## config.mk

```make
export PLATFORM = sky130hd
export DESIGN_NAME = frame_pacer_rate_monitor
export DESIGN_NICKNAME = d
export VERILOG_FILES = /design/src/hdl/fprm_pkg.sv /design/src/hdl/fprm_ram.sv /design/src/hdl/fprm_div.sv /design/src/hdl/frame_pacer_rate_monitor.sv
export SDC_FILE = /design/constraint.sdc
export NUM_CORES = 2
export LEC_CHECK = 0
export BUFFER_PORTS_ARGS = -buffer_cell sky130_fd_sc_hd__buf_2
export CORE_UTILIZATION = 55
export DETAILED_ROUTE_END_ITERATION = 6
export GPL_TIMING_DRIVEN = 1
export HOLD_SLACK_MARGIN = 0.05
export PLACE_DENSITY_LB_ADDON = 0.3
export SETUP_SLACK_MARGIN = 0.5
export SLEW_MARGIN = 20
export SYNTH_ARGS = -nofsm -noshare
export SYNTH_HDL_FRONTEND = slang
export SYNTH_HIERARCHICAL = 1
export SYNTH_SLANG_ARGS = --single-unit
```

## constraint.sdc

```tcl
create_clock -name clk -period 7.6 [get_ports clk]
set_input_delay 1.14 -clock clk [delete_from_list [all_inputs] [get_ports clk]]
set_output_delay 1.14 -clock clk [all_outputs]
set_load 0.02 [all_outputs]
```

## src/hdl/fprm_pkg.sv

```systemverilog
// fprm_pkg: shared constants, request and register codes, divider control types
// for the frame pacer and rate monitor; no dependencies
package fprm_pkg;

  // history window
  localparam int HIST_LEN = 64;
  localparam int HEAD_W   = (HIST_LEN > 1) ? $clog2(HIST_LEN) : 1;
  localparam int ENTRY_W  = 16;
  localparam int SUM_W    = $clog2(HIST_LEN * 65536);

  // rates and periods
  localparam int RATE_W     = 10;
  localparam int PER_W      = 10;
  localparam int TICK_W     = 10;
  localparam int STAMP_W    = 32;
  localparam int RATE_CAP   = 1000;
  localparam int RATE_RST   = 60;
  localparam int TICK_RST   = 16;
  localparam int PER_RST    = 1000 / RATE_RST;
  localparam int RATE_NUM   = HIST_LEN * 1000;
  localparam int RATE_NUM_W = $clog2(RATE_NUM + 1);
  localparam int SUM_RST    = RATE_NUM / RATE_RST;

  // shared divider
  localparam int DIV_W  = 32;
  localparam int ITER_W = $clog2(DIV_W + 1);
  localparam logic [DIV_W-1:0] PER_DVD  = DIV_W'(1000) << (DIV_W - PER_W);
  localparam logic [DIV_W-1:0] RATE_DVD = DIV_W'(RATE_NUM) << (DIV_W - RATE_NUM_W);

  // configuration port
  localparam int CFG_IDX_W  = 2;
  localparam int CFG_DATA_W = 10;

  typedef enum logic [CFG_IDX_W-1:0] {
    CFG_DRAW_RATE   = 2'd0,
    CFG_TICK_PERIOD = 2'd1,
    CFG_VSYNC_ON    = 2'd2,
    CFG_CREDIT_MODE = 2'd3
  } cfg_idx_t;

  typedef enum logic [1:0] {
    REQ_FRAME   = 2'd0,
    REQ_TICK    = 2'd1,
    REQ_QUERY   = 2'd2,
    REQ_RESTART = 2'd3
  } req_t;

  typedef enum logic [1:0] {
    CREDIT_ELAPSED = 2'd0,
    CREDIT_CAPPED  = 2'd1,
    CREDIT_FIXED   = 2'd2,
    CREDIT_SPARE   = 2'd3
  } credit_mode_t;

  // divider launch and status
  typedef struct packed {
    logic              start;
    logic [ITER_W-1:0] iters;
  } div_req_t;

  typedef struct packed {
    logic busy;
    logic done;
  } div_stat_t;

endpackage

```

## src/hdl/fprm_ram.sv

```systemverilog
// fprm_ram: generic single-write, single-read RAM with registered read data
// no dependencies
module fprm_ram #(
  parameter int WIDTH = 16,
  parameter int DEPTH = 64
) (
  input  logic                                          clk,
  input  logic                                          we,
  input  logic [((DEPTH > 1) ? $clog2(DEPTH) : 1)-1:0] waddr,
  input  logic [WIDTH-1:0]                              wdata,
  input  logic [((DEPTH > 1) ? $clog2(DEPTH) : 1)-1:0] raddr,
  output logic [WIDTH-1:0]                              rdata
);

  logic [WIDTH-1:0] mem_r [DEPTH];
  logic [WIDTH-1:0] rdata_r;

  // write port and registered read port
  always_ff @(posedge clk) begin
    if (we) begin
      mem_r[waddr] <= wdata;
    end
    rdata_r <= mem_r[raddr];
  end

  assign rdata = rdata_r;

endmodule

```

## src/hdl/fprm_div.sv

```systemverilog
// fprm_div: shared restoring divider, one quotient bit per cycle
// depends on fprm_pkg (widths, div_req_t, div_stat_t)
module fprm_div (
  input  logic                           clk,
  input  logic                           rst_n,
  input  fprm_pkg::div_req_t             req,
  input  logic [fprm_pkg::DIV_W-1:0]     dividend,
  input  logic [fprm_pkg::DIV_W-1:0]     divisor,
  output fprm_pkg::div_stat_t            stat,
  output logic [fprm_pkg::DIV_W-1:0]     quotient,
  output logic [fprm_pkg::DIV_W-1:0]     remainder
);

  logic [fprm_pkg::DIV_W-1:0]  rem_r, rem_nxt;
  logic [fprm_pkg::DIV_W-1:0]  quo_r, quo_nxt;
  logic [fprm_pkg::DIV_W-1:0]  dvs_r, dvs_nxt;
  logic [fprm_pkg::ITER_W-1:0] cnt_r, cnt_nxt;
  logic                        busy_r, busy_nxt;
  logic                        done_r, done_nxt;
  logic [fprm_pkg::DIV_W:0]    shifted;
  logic [fprm_pkg::DIV_W:0]    diff;
  logic                        fits;

  // one trial subtraction per cycle
  assign shifted = {rem_r, quo_r[fprm_pkg::DIV_W-1]};
  assign diff    = shifted - {1'b0, dvs_r};
  assign fits    = (shifted >= {1'b0, dvs_r});

  always_comb begin
    rem_nxt  = rem_r;
    quo_nxt  = quo_r;
    dvs_nxt  = dvs_r;
    cnt_nxt  = cnt_r;
    busy_nxt = busy_r;
    done_nxt = 1'b0;
    if (req.start) begin
      rem_nxt  = '0;
      quo_nxt  = dividend;
      dvs_nxt  = divisor;
      cnt_nxt  = req.iters;
      busy_nxt = 1'b1;
    end else if (busy_r) begin
      rem_nxt = fits ? diff[fprm_pkg::DIV_W-1:0] : shifted[fprm_pkg::DIV_W-1:0];
      quo_nxt = {quo_r[fprm_pkg::DIV_W-2:0], fits};
      cnt_nxt = cnt_r - 1'b1;
      if (cnt_r == fprm_pkg::ITER_W'(1)) begin
        busy_nxt = 1'b0;
        done_nxt = 1'b1;
      end
    end
  end

  // control state
  always_ff @(posedge clk) begin
    if (!rst_n) begin
      cnt_r  <= '0;
      busy_r <= 1'b0;
      done_r <= 1'b0;
    end else begin
      cnt_r  <= cnt_nxt;
      busy_r <= busy_nxt;
      done_r <= done_nxt;
    end
  end

  // operands
  always_ff @(posedge clk) begin
    rem_r <= rem_nxt;
    quo_r <= quo_nxt;
    dvs_r <= dvs_nxt;
  end

  assign stat.busy = busy_r;
  assign stat.done = done_r;
  assign quotient  = quo_r;
  assign remainder = rem_r;

  // checks
  a_no_start_busy: assert property (@(posedge clk) disable iff (!rst_n)
    req.start |-> !busy_r)
    else $error("divider started while busy");

  a_nonzero_divisor: assert property (@(posedge clk) disable iff (!rst_n)
    req.start |-> (divisor != '0))
    else $error("divider started with zero divisor");

  a_rem_below_divisor: assert property (@(posedge clk) disable iff (!rst_n)
    done_r |-> (rem_r < dvs_r))
    else $error("divider remainder not below divisor");

  a_done_not_busy: assert property (@(posedge clk) disable iff (!rst_n)
    done_r |-> !busy_r)
    else $error("divider done while still busy");

endmodule

```

## src/hdl/frame_pacer_rate_monitor.sv

```systemverilog
// frame_pacer_rate_monitor: top level, sequencer, histories, credit and counters
// depends on fprm_pkg, fprm_div, fprm_ram
//
//  channel  dir  handshake               payload
//  in       in   in_valid / in_ready     in_req_type, in_now_ms, in_nth_divisor
//  out      out  out_valid / out_ready   out_tick_due, out_wait_ms, out_frame_rate,
//                                        out_frame_rate_max, out_tick_count, out_nth_hit
//  cfg      in   cfg_valid / cfg_ready   cfg_index, cfg_data
//
// one word at a time; the shared divider sets the cost: a frame end runs the
// period (10 steps) and two window rates (16 steps each), a query 32 steps, a
// restart the period and one window sum; a tick request does not divide.
// reset is synchronous: histories read as the fill period via valid bits, so no
// clearing pass is needed and a restart clears them by dropping the valid bits.
// a finished word waits in the output register; the next word is accepted
// meanwhile and stalls at its last step until the output register frees.
module frame_pacer_rate_monitor (
  input  logic                                clk,
  input  logic                                rst_n,
  input  logic                                in_valid,
  output logic                                in_ready,
  input  logic [1:0]                          in_req_type,
  input  logic [31:0]                         in_now_ms,
  input  logic [31:0]                         in_nth_divisor,
  output logic                                out_valid,
  input  logic                                out_ready,
  output logic                                out_tick_due,
  output logic [9:0]                          out_wait_ms,
  output logic [9:0]                          out_frame_rate,
  output logic [9:0]                          out_frame_rate_max,
  output logic [31:0]                         out_tick_count,
  output logic                                out_nth_hit,
  input  logic                                cfg_valid,
  output logic                                cfg_ready,
  input  logic [fprm_pkg::CFG_IDX_W-1:0]      cfg_index,
  input  logic [fprm_pkg::CFG_DATA_W-1:0]     cfg_data
);

  localparam int HL   = fprm_pkg::HIST_LEN;
  localparam int HW   = fprm_pkg::HEAD_W;
  localparam int EW   = fprm_pkg::ENTRY_W;
  localparam int SW   = fprm_pkg::SUM_W;
  localparam int RW   = fprm_pkg::RATE_W;
  localparam int PW   = fprm_pkg::PER_W;
  localparam int TW   = fprm_pkg::TICK_W;
  localparam int DW   = fprm_pkg::DIV_W;
  localparam int STW  = fprm_pkg::STAMP_W;

  typedef enum logic [12:0] {
    S_IDLE       = 13'b0000000000001,
    S_PER_WAIT   = 13'b0000000000010,
    S_RAW        = 13'b0000000000100,
    S_RAW_WAIT   = 13'b0000000001000,
    S_PACED      = 13'b0000000010000,
    S_PACED_PUSH = 13'b0000000100000,
    S_PACED_WAIT = 13'b0000001000000,
    S_FRAME_FIN  = 13'b0000010000000,
    S_TICK       = 13'b0000100000000,
    S_MOD_WAIT   = 13'b0001000000000,
    S_RST_WAIT1  = 13'b0010000000000,
    S_RST_WAIT2  = 13'b0100000000000,
    S_DONE       = 13'b1000000000000
  } state_t;

  state_t state_r, state_nxt;

  // configuration registers
  logic [RW-1:0] draw_rate_r;
  logic [TW-1:0] tick_period_r;
  logic          vsync_r;
  logic [1:0]    mode_r;

  // block state
  logic [STW-1:0] now_r, now_nxt;
  logic [STW-1:0] elapsed_r, elapsed_nxt;
  logic [STW-1:0] pe_r, pe_nxt;
  logic [PW-1:0]  p_r, p_nxt;
  logic [PW-1:0]  fill_r, fill_nxt;
  logic [SW-1:0]  raw_sum_r, raw_sum_nxt;
  logic [SW-1:0]  paced_sum_r, paced_sum_nxt;
  logic [RW-1:0]  rate_now_r, rate_now_nxt;
  logic [RW-1:0]  rate_best_r, rate_best_nxt;
  logic [31:0]    ticks_r, ticks_nxt;
  logic [STW-1:0] last_r, last_nxt;
  logic [31:0]    credit_r, credit_nxt;
  logic [HW-1:0]  head_r, head_nxt;
  logic [HL-1:0]  raw_vld_r, raw_vld_nxt;
  logic [HL-1:0]  paced_vld_r, paced_vld_nxt;

  // result of the word in flight
  logic           res_due_r, res_due_nxt;
  logic [9:0]     res_wait_r, res_wait_nxt;
  logic           res_hit_r, res_hit_nxt;

  // output register
  logic           out_valid_r, out_valid_nxt;
  logic           out_due_r, out_due_nxt;
  logic [9:0]     out_wait_r, out_wait_nxt;
  logic [RW-1:0]  out_rate_r, out_rate_nxt;
  logic [RW-1:0]  out_best_r, out_best_nxt;
  logic [31:0]    out_ticks_r, out_ticks_nxt;
  logic           out_hit_r, out_hit_nxt;

  // datapath
  logic [RW-1:0]  eff_rate;
  logic [EW-1:0]  raw_rdata, paced_rdata;
  logic [EW-1:0]  raw_old, paced_old, fill_entry;
  logic [EW-1:0]  raw_v, paced_v;
  logic [SW-1:0]  raw_sum_upd, paced_sum_upd;
  logic           raw_we, paced_we;
  logic           in_acc;
  logic           hold;
  logic [PW:0]    cap;
  logic [31:0]    credit_amt;
  logic [32:0]    credit_sum;

  fprm_pkg::div_req_t  div_req;
  fprm_pkg::div_stat_t div_stat;
  logic [DW-1:0]       div_dvd, div_dvs, div_q, div_rem;

  // configuration writes
  assign cfg_ready = 1'b1;

  always_ff @(posedge clk) begin
    if (!rst_n) begin
      draw_rate_r   <= RW'(fprm_pkg::RATE_RST);
      tick_period_r <= TW'(fprm_pkg::TICK_RST);
      vsync_r       <= 1'b0;
      mode_r        <= fprm_pkg::CREDIT_ELAPSED;
    end else if (cfg_valid && cfg_ready) begin
      case (fprm_pkg::cfg_idx_t'(cfg_index))
        fprm_pkg::CFG_DRAW_RATE:   draw_rate_r   <= cfg_data[RW-1:0];
        fprm_pkg::CFG_TICK_PERIOD: tick_period_r <= cfg_data[TW-1:0];
        fprm_pkg::CFG_VSYNC_ON:    vsync_r       <= cfg_data[0];
        fprm_pkg::CFG_CREDIT_MODE: mode_r        <= cfg_data[1:0];
        default: ;
      endcase
    end
  end

  // effective draw rate, clamped to 1..1000
  always_comb begin
    if (draw_rate_r == '0) begin
      eff_rate = RW'(1);
    end else if (draw_rate_r > RW'(fprm_pkg::RATE_CAP)) begin
      eff_rate = RW'(fprm_pkg::RATE_CAP);
    end else begin
      eff_rate = draw_rate_r;
    end
  end

  // history memories, read at the head
  fprm_ram #(.WIDTH(EW), .DEPTH(HL)) u_raw_ram (
    .clk   (clk),
    .we    (raw_we),
    .waddr (head_r),
    .wdata (raw_v),
    .raddr (head_r),
    .rdata (raw_rdata)
  );

  fprm_ram #(.WIDTH(EW), .DEPTH(HL)) u_paced_ram (
    .clk   (clk),
    .we    (paced_we),
    .waddr (head_r),
    .wdata (paced_v),
    .raddr (head_r),
    .rdata (paced_rdata)
  );

  fprm_div u_div (
    .clk       (clk),
    .rst_n     (rst_n),
    .req       (div_req),
    .dividend  (div_dvd),
    .divisor   (div_dvs),
    .stat      (div_stat),
    .quotient  (div_q),
    .remainder (div_rem)
  );

  // entries not written since the last fill read as the fill period
  assign fill_entry = {{(EW - PW){1'b0}}, fill_r};
  assign raw_old    = raw_vld_r[head_r]   ? raw_rdata   : fill_entry;
  assign paced_old  = paced_vld_r[head_r] ? paced_rdata : fill_entry;

  // saturated history entries and updated window sums
  assign raw_v   = (|elapsed_r[STW-1:EW]) ? {EW{1'b1}} : elapsed_r[EW-1:0];
  assign paced_v = (|pe_r[STW-1:EW])      ? {EW{1'b1}} : pe_r[EW-1:0];
  assign raw_sum_upd   = raw_sum_r - SW'(raw_old) + SW'(raw_v);
  assign paced_sum_upd = paced_sum_r - SW'(paced_old) + SW'(paced_v);

  assign raw_we   = (state_r == S_RAW) && (elapsed_r != '0);
  assign paced_we = (state_r == S_PACED_PUSH) && (pe_r != '0);

  // pacing hold and credit amount
  assign hold = !vsync_r && (elapsed_r < STW'(p_r));
  assign cap  = {p_r, 1'b0};
  always_comb begin
    case (fprm_pkg::credit_mode_t'(mode_r))
      fprm_pkg::CREDIT_CAPPED: credit_amt = (pe_r < 32'(cap)) ? pe_r : 32'(cap);
      default:                 credit_amt = pe_r;
    endcase
  end
  assign credit_sum = {1'b0, credit_r} + {1'b0, credit_amt};

  assign in_ready = (state_r == S_IDLE);
  assign in_acc   = in_valid && in_ready;

  // sequencer
  always_comb begin
    state_nxt     = state_r;
    now_nxt       = now_r;
    elapsed_nxt   = elapsed_r;
    pe_nxt        = pe_r;
    p_nxt         = p_r;
    fill_nxt      = fill_r;
    raw_sum_nxt   = raw_sum_r;
    paced_sum_nxt = paced_sum_r;
    rate_now_nxt  = rate_now_r;
    rate_best_nxt = rate_best_r;
    ticks_nxt     = ticks_r;
    last_nxt      = last_r;
    credit_nxt    = credit_r;
    head_nxt      = head_r;
    raw_vld_nxt   = raw_vld_r;
    paced_vld_nxt = paced_vld_r;
    res_due_nxt   = res_due_r;
    res_wait_nxt  = res_wait_r;
    res_hit_nxt   = res_hit_r;
    out_valid_nxt = out_valid_r;
    out_due_nxt   = out_due_r;
    out_wait_nxt  = out_wait_r;
    out_rate_nxt  = out_rate_r;
    out_best_nxt  = out_best_r;
    out_ticks_nxt = out_ticks_r;
    out_hit_nxt   = out_hit_r;
    div_req.start = 1'b0;
    div_req.iters = fprm_pkg::ITER_W'(PW);
    div_dvd       = fprm_pkg::PER_DVD;
    div_dvs       = DW'(eff_rate);

    if (out_valid_r && out_ready) begin
      out_valid_nxt = 1'b0;
    end

    case (state_r)
      S_IDLE: begin
        if (in_acc) begin
          res_due_nxt  = 1'b0;
          res_wait_nxt = '0;
          res_hit_nxt  = 1'b0;
          now_nxt      = in_now_ms;
          elapsed_nxt  = in_now_ms - last_r;
          case (fprm_pkg::req_t'(in_req_type))
            fprm_pkg::REQ_FRAME: begin
              div_req.start = 1'b1;
              state_nxt     = S_PER_WAIT;
            end
            fprm_pkg::REQ_TICK: begin
              state_nxt = S_TICK;
            end
            fprm_pkg::REQ_QUERY: begin
              if (in_nth_divisor == '0) begin
                state_nxt = S_DONE;
              end else begin
                div_req.start = 1'b1;
                div_req.iters = fprm_pkg::ITER_W'(DW);
                div_dvd       = ticks_r;
                div_dvs       = in_nth_divisor;
                state_nxt     = S_MOD_WAIT;
              end
            end
            fprm_pkg::REQ_RESTART: begin
              div_req.start = 1'b1;
              state_nxt     = S_RST_WAIT1;
            end
            default: ;
          endcase
        end
      end

      // draw period for this frame
      S_PER_WAIT: begin
        if (div_stat.done) begin
          p_nxt     = div_q[PW-1:0];
          state_nxt = S_RAW;
        end
      end

      // unpaced history and best-case rate
      S_RAW: begin
        state_nxt = S_PACED;
        if (elapsed_r != '0) begin
          raw_sum_nxt         = raw_sum_upd;
          raw_vld_nxt[head_r] = 1'b1;
          if (raw_sum_upd < SW'(HL)) begin
            rate_best_nxt = RW'(fprm_pkg::RATE_CAP);
          end else begin
            div_req.start = 1'b1;
            div_req.iters = fprm_pkg::ITER_W'(fprm_pkg::RATE_NUM_W);
            div_dvd       = fprm_pkg::RATE_DVD;
            div_dvs       = DW'(raw_sum_upd);
            state_nxt     = S_RAW_WAIT;
          end
        end
      end

      S_RAW_WAIT: begin
        if (div_stat.done) begin
          rate_best_nxt = div_q[RW-1:0];
          state_nxt     = S_PACED;
        end
      end

      // hold a frame that came early
      S_PACED: begin
        if (hold) begin
          pe_nxt       = STW'(p_r);
          res_wait_nxt = p_r - elapsed_r[PW-1:0];
        end else begin
          pe_nxt = elapsed_r;
        end
        state_nxt = S_PACED_PUSH;
      end

      // paced history and frame rate
      S_PACED_PUSH: begin
        state_nxt = S_FRAME_FIN;
        if (pe_r != '0) begin
          paced_sum_nxt         = paced_sum_upd;
          paced_vld_nxt[head_r] = 1'b1;
          if (paced_sum_upd < SW'(HL)) begin
            rate_now_nxt = RW'(fprm_pkg::RATE_CAP);
          end else begin
            div_req.start = 1'b1;
            div_req.iters = fprm_pkg::ITER_W'(fprm_pkg::RATE_NUM_W);
            div_dvd       = fprm_pkg::RATE_DVD;
            div_dvs       = DW'(paced_sum_upd);
            state_nxt     = S_PACED_WAIT;
          end
        end
      end

      S_PACED_WAIT: begin
        if (div_stat.done) begin
          rate_now_nxt = div_q[RW-1:0];
          state_nxt    = S_FRAME_FIN;
        end
      end

      // advance head, stamp and tick credit
      S_FRAME_FIN: begin
        head_nxt = (head_r == HW'(HL - 1)) ? '0 : head_r + 1'b1;
        last_nxt = last_r + pe_r;
        if (fprm_pkg::credit_mode_t'(mode_r) == fprm_pkg::CREDIT_FIXED) begin
          credit_nxt = 32'(tick_period_r);
        end else if (credit_sum[32]) begin
          credit_nxt = '1;
        end else begin
          credit_nxt = credit_sum[31:0];
        end
        state_nxt = S_DONE;
      end

      // spend one tick period of credit
      S_TICK: begin
        if (credit_r >= 32'(tick_period_r)) begin
          credit_nxt  = credit_r - 32'(tick_period_r);
          ticks_nxt   = ticks_r + 1'b1;
          res_due_nxt = 1'b1;
        end
        state_nxt = S_DONE;
      end

      S_MOD_WAIT: begin
        if (div_stat.done) begin
          res_hit_nxt = (div_rem == '0);
          state_nxt   = S_DONE;
        end
      end

      // restart: period first, then the window sum
      S_RST_WAIT1: begin
        if (div_stat.done) begin
          p_nxt         = div_q[PW-1:0];
          div_req.start = 1'b1;
          div_req.iters = fprm_pkg::ITER_W'(fprm_pkg::RATE_NUM_W);
          div_dvd       = fprm_pkg::RATE_DVD;
          state_nxt     = S_RST_WAIT2;
        end
      end

      S_RST_WAIT2: begin
        if (div_stat.done) begin
          raw_sum_nxt   = div_q[SW-1:0];
          paced_sum_nxt = div_q[SW-1:0];
          rate_now_nxt  = eff_rate;
          rate_best_nxt = eff_rate;
          credit_nxt    = 32'(tick_period_r);
          last_nxt      = now_r;
          fill_nxt      = p_r;
          raw_vld_nxt   = '0;
          paced_vld_nxt = '0;
          state_nxt     = S_DONE;
        end
      end

      // hand the word to the output register
      S_DONE: begin
        if (!out_valid_r || out_ready) begin
          out_valid_nxt = 1'b1;
          out_due_nxt   = res_due_r;
          out_wait_nxt  = res_wait_r;
          out_rate_nxt  = rate_now_r;
          out_best_nxt  = rate_best_r;
          out_ticks_nxt = ticks_r;
          out_hit_nxt   = res_hit_r;
          state_nxt     = S_IDLE;
        end
      end

      default: begin
        state_nxt = S_IDLE;
      end
    endcase
  end

  // control and architectural state
  always_ff @(posedge clk) begin
    if (!rst_n) begin
      state_r     <= S_IDLE;
      fill_r      <= PW'(fprm_pkg::PER_RST);
      raw_sum_r   <= SW'(fprm_pkg::SUM_RST);
      paced_sum_r <= SW'(fprm_pkg::SUM_RST);
      rate_now_r  <= RW'(fprm_pkg::RATE_RST);
      rate_best_r <= RW'(fprm_pkg::RATE_RST);
      ticks_r     <= '0;
      last_r      <= '0;
      credit_r    <= 32'(fprm_pkg::TICK_RST);
      head_r      <= '0;
      raw_vld_r   <= '0;
      paced_vld_r <= '0;
      out_valid_r <= 1'b0;
    end else begin
      state_r     <= state_nxt;
      fill_r      <= fill_nxt;
      raw_sum_r   <= raw_sum_nxt;
      paced_sum_r <= paced_sum_nxt;
      rate_now_r  <= rate_now_nxt;
      rate_best_r <= rate_best_nxt;
      ticks_r     <= ticks_nxt;
      last_r      <= last_nxt;
      credit_r    <= credit_nxt;
      head_r      <= head_nxt;
      raw_vld_r   <= raw_vld_nxt;
      paced_vld_r <= paced_vld_nxt;
      out_valid_r <= out_valid_nxt;
    end
  end

  // working and output payload
  always_ff @(posedge clk) begin
    now_r       <= now_nxt;
    elapsed_r   <= elapsed_nxt;
    pe_r        <= pe_nxt;
    p_r         <= p_nxt;
    res_due_r   <= res_due_nxt;
    res_wait_r  <= res_wait_nxt;
    res_hit_r   <= res_hit_nxt;
    out_due_r   <= out_due_nxt;
    out_wait_r  <= out_wait_nxt;
    out_rate_r  <= out_rate_nxt;
    out_best_r  <= out_best_nxt;
    out_ticks_r <= out_ticks_nxt;
    out_hit_r   <= out_hit_nxt;
  end

  assign out_valid          = out_valid_r;
  assign out_tick_due       = out_due_r;
  assign out_wait_ms        = out_wait_r;
  assign out_frame_rate     = out_rate_r;
  assign out_frame_rate_max = out_best_r;
  assign out_tick_count     = out_ticks_r;
  assign out_nth_hit        = out_hit_r;

  // checks
  a_rates_capped: assert property (@(posedge clk) disable iff (!rst_n)
    (rate_now_r <= RW'(fprm_pkg::RATE_CAP)) && (rate_best_r <= RW'(fprm_pkg::RATE_CAP)))
    else $error("window rate above cap");

  a_div_done_in_wait: assert property (@(posedge clk) disable iff (!rst_n)
    div_stat.done |-> (state_r == S_PER_WAIT || state_r == S_RAW_WAIT ||
                       state_r == S_PACED_WAIT || state_r == S_MOD_WAIT ||
                       state_r == S_RST_WAIT1 || state_r == S_RST_WAIT2))
    else $error("divider result arrived outside a wait state");

  a_ticks_only_on_tick: assert property (@(posedge clk) disable iff (!rst_n)
    !$stable(ticks_r) |-> ($past(state_r) == S_TICK))
    else $error("tick count changed outside a tick request");

  a_head_in_range: assert property (@(posedge clk) disable iff (!rst_n)
    head_r <= HW'(HL - 1))
    else $error("ring head out of range");

endmodule
```

# Word-level counts from Yosys, hierarchy flattened
# Memories as Yosys holds them, arrays and structs flattened. A register that Yosys moved wholly into a read port is not among the register bits.
# Index checks and enable logic that the tools add are counted.
[totals]
ff_bits = 627
mem_bits_rw = 2048
in_bits = 83
out_inout_bits = 67
word_cells = 256
memories = 2
[mem_list]
columns = ["name", "words", "width", "rd", "rd_clocked_by_memory_dff", "wr", "line", "source"]
rows = [
  ["u_paced_ram.mem_r", 64, 16, 1, 1, 1, "fprm_ram.sv:15", "logic [WIDTH-1:0] mem_r [DEPTH];"],
  ["u_raw_ram.mem_r", 64, 16, 1, 1, 1, "fprm_ram.sv:15", ""],
]
[classes]
n_addsub = 13
magnitude_cmp = 9
n_eq_ne = 38
n_mux = 101
bitwise = 4
reduce_logical = 52
[ops]
columns = ["op", "count"]
rows = [
  ["$mux W32", 17],
  ["$pmux W64 S2", 2],
  ["$mux W64", 3],
  ["$pmux W32 S3", 2],
  ["$mux W22", 7],
  ["$pmux W13 S11", 1],
  ["$or A64 B64 Y64", 2],
  ["$mux W10", 11],
  ["$mux W13", 8],
  ["$pmux W22 S2", 2],
  ["$logic_not A32 Y1", 2],
  ["$mux W16", 4],
  ["$pmux W32 S2", 1],
  ["$reduce_bool A32 Y1", 2],
  ["$sub A32 B32 Y32", 2],
  ["$pmux W10 S3", 2],
  ["$pmux W13 S4", 1],
  ["$mux W7", 7],
  ["$add A22 B16 Y22", 2],
  ["$lt A22 B7 Y1 const B", 2],
  ["$sub A22 B16 Y22", 2],
  ["$add A32 B32 Y33", 1],
  ["$ge A33 B32 Y1", 1],
  ["$add A32 B1 Y32 const B", 1],
  ["54 further kinds", 132],
]

# Depth between registers and ports, before layout
[logic_depth]
ltp_word = 10
mapped_depth = 31
mapped_depth_nobuf = 26

# Modules after synthesis
# The synthesis kept the hierarchy.
[by_module_without_submodules]
columns = ["mod", "n_inst", "cells_each", "area_each_um2", "seq_area_each_um2"]
rows = [
  ["fprm_ram at u_raw_ram", 1, 1829, 40042.2, 31069.8],
  ["fprm_ram at u_paced_ram", 1, 1820, 39978.3, 31069.8],
  ["frame_pacer_rate_monitor", 1, 3577, 31427.6, 12291.8],
  ["fprm_div", 1, 566, 5890.6, 2722.6],
]

# Worst setup path before layout
# OpenSTA, ideal clock, no wires.
[synth_timing]
path_type = "register to register"
from = "register head_r[0]"
to = "register u_div.quo_r (netlist bit u_div/quotient[0]), enable pin"
t_arrival_ps = 7747
required_time_ps = 7225
path_slack_ps = -522
path_stages_with_launch = 28
n_path_buf = 7
synth_period_minus_slack_ps = 8122
cell_sequence = "dfxtp_1 buf_2 nor3b_1 clkbuf_1 a22oi_1 a31oi_1 a21oi_1 o311ai_2 buf_2 mux2i_1 fa_1 ha_1 buf_6 a21o_1 a31oi_4 nor3b_2 a211oi_2 o311ai_4 nor2_1 a311oi_1 nor4b_1 a41o_1 buf_2 nand3_1 a21o_1 clkbuf_1 clkbuf_1 or2_2"
[synth_rtl]
columns = ["item", "line", "source"]
rows = [
  ["from (decl)", "frame_pacer_rate_monitor.sv:86", "logic [HW-1:0] head_r, head_nxt;"],
  ["from (signal assigned)", "frame_pacer_rate_monitor.sv:455", "head_r <= head_nxt;"],
  ["to (signal assigned)", "fprm_div.sv:69", "quo_r <= quo_nxt;"],
  ["to (decl)", "fprm_div.sv:15", "logic [fprm_pkg::DIV_W-1:0] quo_r, quo_nxt;"],
]

==> summary.md <==
| Metric | Value |
|---|---|
| Status | `finished, violations left` |
| Failing checks | `design-rule violations` |
| ANT nets after route | `0` |
| Worst path max stage delay | `470 ps` |
| Vias in the first global route | `69480` |
| Mapped Area | `between 0.1 and 0.15 sq mm` |
| Worst slew margin | `between 20% and 30%` |
| Core Box Area | `between 0.2 and 0.25 sq mm` |
| Max-Cap Viols | `0` |
| Final Cycle Share | `a little under 90%` |
| Critical Path AT | `about 7400 ps` |
| Post-Route WL | `between 300000 and 400000 microns` |
| Fmax | `147.8 MHz` |
| Synth Area per Inst | `15.06 sq um` |
| # rows | `about 170` |
| Final setup violation count | `0` |
| Cell area power density | `roughly 250 mW/mm^2` |
| Congestion Overflow GR | `0` |
| H-tree Lvls | `5` |
| CTS clock-pin slew for the worst setup and hold paths | `60 ps` |
| Placed Cells | `around 11000` |
| GP Congestion | `0.9369` |
| First-pass GRT wire length | `roughly 450000 microns` |
| Max-slew violation count | `0` |
| Die area | `approximately 0.22 sq mm` |
| DR WL/cell | `roughly 27 microns` |
| Initial antenna violation count | `8` |
| Num CTS Buffers | `approximately 290` |
| Total GRT Usage | `~28%` |
| Clock skew | `roughly 70 ps` |
| Initial DRC Count | `about 8300` |
| TritonCTS clock tree | `yes` |
| Via density | `around 6.4` |
| Actual slew at the worst max-slew pin | `approximately 1200 ps` |
| Setup TNS | `0 ps` |
| Die boundary height | `463.9 microns` |
| Post-layout nets | `~8400` |
| Final Hold Violating Endpoints | `0` |
| Final Cell Area | `between 0.1 and 0.15 sq mm` |
| Area grow syn2layout | `11.57%` |
| Lkg Pwr | `0.04248 uW` |
| Hold slack | `roughly 430 ps` |
| CP required | `8270 ps` |
| Vias post-DR | `71010` |
| Unrepaired setup endpoints after global routing | `false` |
| Top cell by count, worst path | `nand3_1` |
| DPL Wire Length | `approximately 190000 microns` |
| I/O Buffers | `approximately 150` |
| Largest net degree at the start of global routing | `between 100 and 150` |
| Share of layout cells above drive strength 1 | `a little under a fifth` |
| WP buf/inv | `5` |
| Die W | `463.9 microns` |
| Final Critical Period | `6765 ps` |
| Hold Path Class | `flop to flop` |
| IO Pins | `150` |
| Post-route DRC | `around 130` |
| CP Launch Type | `flop` |
| Placement Cell Area | `roughly 0.12 sq mm` |
| Crit-path max FO | `30` |
| Clk sinks | `between 2000 and 3000` |
| Hold_buf cts | `0` |
| Root Driver | `clkbuf_16` |
| Slowest CP cell | `or4_1` |
| Synth Instances | `7791` |
| Final std cells w/o fill | `roughly 11000` |
| CTS max path bufs | `4` |
| Worst-Skew Late Latency | `960 ps` |
| Worst setup path category | `flop to flop` |
| Pre-antenna DRT Iters | `7` |
| VDD IR max | `a little over 0.2 mV` |
| Ys Warns | `6` |
| Initial core utilization | `a little under three fifths` |
| Element type at the critical path end | `flop` |
| Final Power | `32390 uW` |
| CP delay by family, top | `compound AO/OA/AOI/OAI gates` |
==> sequential cells by signal, indices dropped and copies added (netlist names), 64 cells and up <==
| name | count |
|---|---|
| paced_vld_r | 64 |
| raw_vld_r | 64 |
| u_paced_ram/mem_r | 1024 |
| u_raw_ram/mem_r | 1024 |
==> worst paths after layout <==
path                                                  start                         endpoint  slack (ps)  cells past startpoint
worst max-delay path                 head_r[2]$_SDFFE_PN0P_     u_div/quotient[29]$_DFFE_PP_         830                     27
worst min-delay path            rate_best_r[1]$_SDFFE_PN0P_  out_frame_rate_max[1]$_DFFE_PP_         430                      0
worst max register to register       head_r[2]$_SDFFE_PN0P_     u_div/quotient[29]$_DFFE_PP_         830                     27
worst min register to register  rate_best_r[1]$_SDFFE_PN0P_  out_frame_rate_max[1]$_DFFE_PP_         430                      0
==> layer usage <==
layer | vias up | global-route usage, % | part of all wire, %
met2 | 3620 | 43.78 | 47
met4 | 6 | 8.879 | 3.1
met3 | 539 | 5.226 | 9.4
met1 | 35940 | 39.31 | 41
li1 | 30900 | - | -
met5 | - | 0 | 0.011
==> metrics by stage <==
step                setup slack [ps]  utilization, %
global placement               615.2           57.27
finish                         834.9           61.72
detailed placement             593.1           57.28
global route                   514.0           61.72
floorplan                      513.7               -
CTS                            574.8           61.65
==> power by group <==
group          internal [uW]  switching [uW]  total, uW
Clock                   8300            5620      13900
Combinational            819            1230       2050
Sequential             16200             246      16400
Total                  25300            7090      32400
==> area by class of cell <==
class	count	area (sq um)
fillers	15120	81180
flip-flops and latches	2707	77180
multi-input cells	4414	37220
clock buffers	350	7721
well taps	2821	3530
repair buffers	409	2791
clock inverters	148	1564
inverters	239	900.9
diodes	3	7.507
==> placed cells by master (no fill, tap or decap), types with 153 or more instances in the layout <==
master / count
nand2_1: 369
mux4_2: 441
dfxtp_1: 406
edfxtp_1: 2294
mux2i_1: 256
o21ai_0: 220
buf_4: 253
a22oi_1: 153
inv_1: 231
nor2_1: 537
clkbuf_16: 296
a21oi_1: 423
ha_1: 215
==> timing repair <==
| item | 4_1_cts | 5_1_grt |
|---|---|---|
| setup buffers | 0 | 8 |
| setup endpoints to repair | 0 | 142 |
| resized for setup | 0 | 13 |
(Power assumes the default switching activity.)
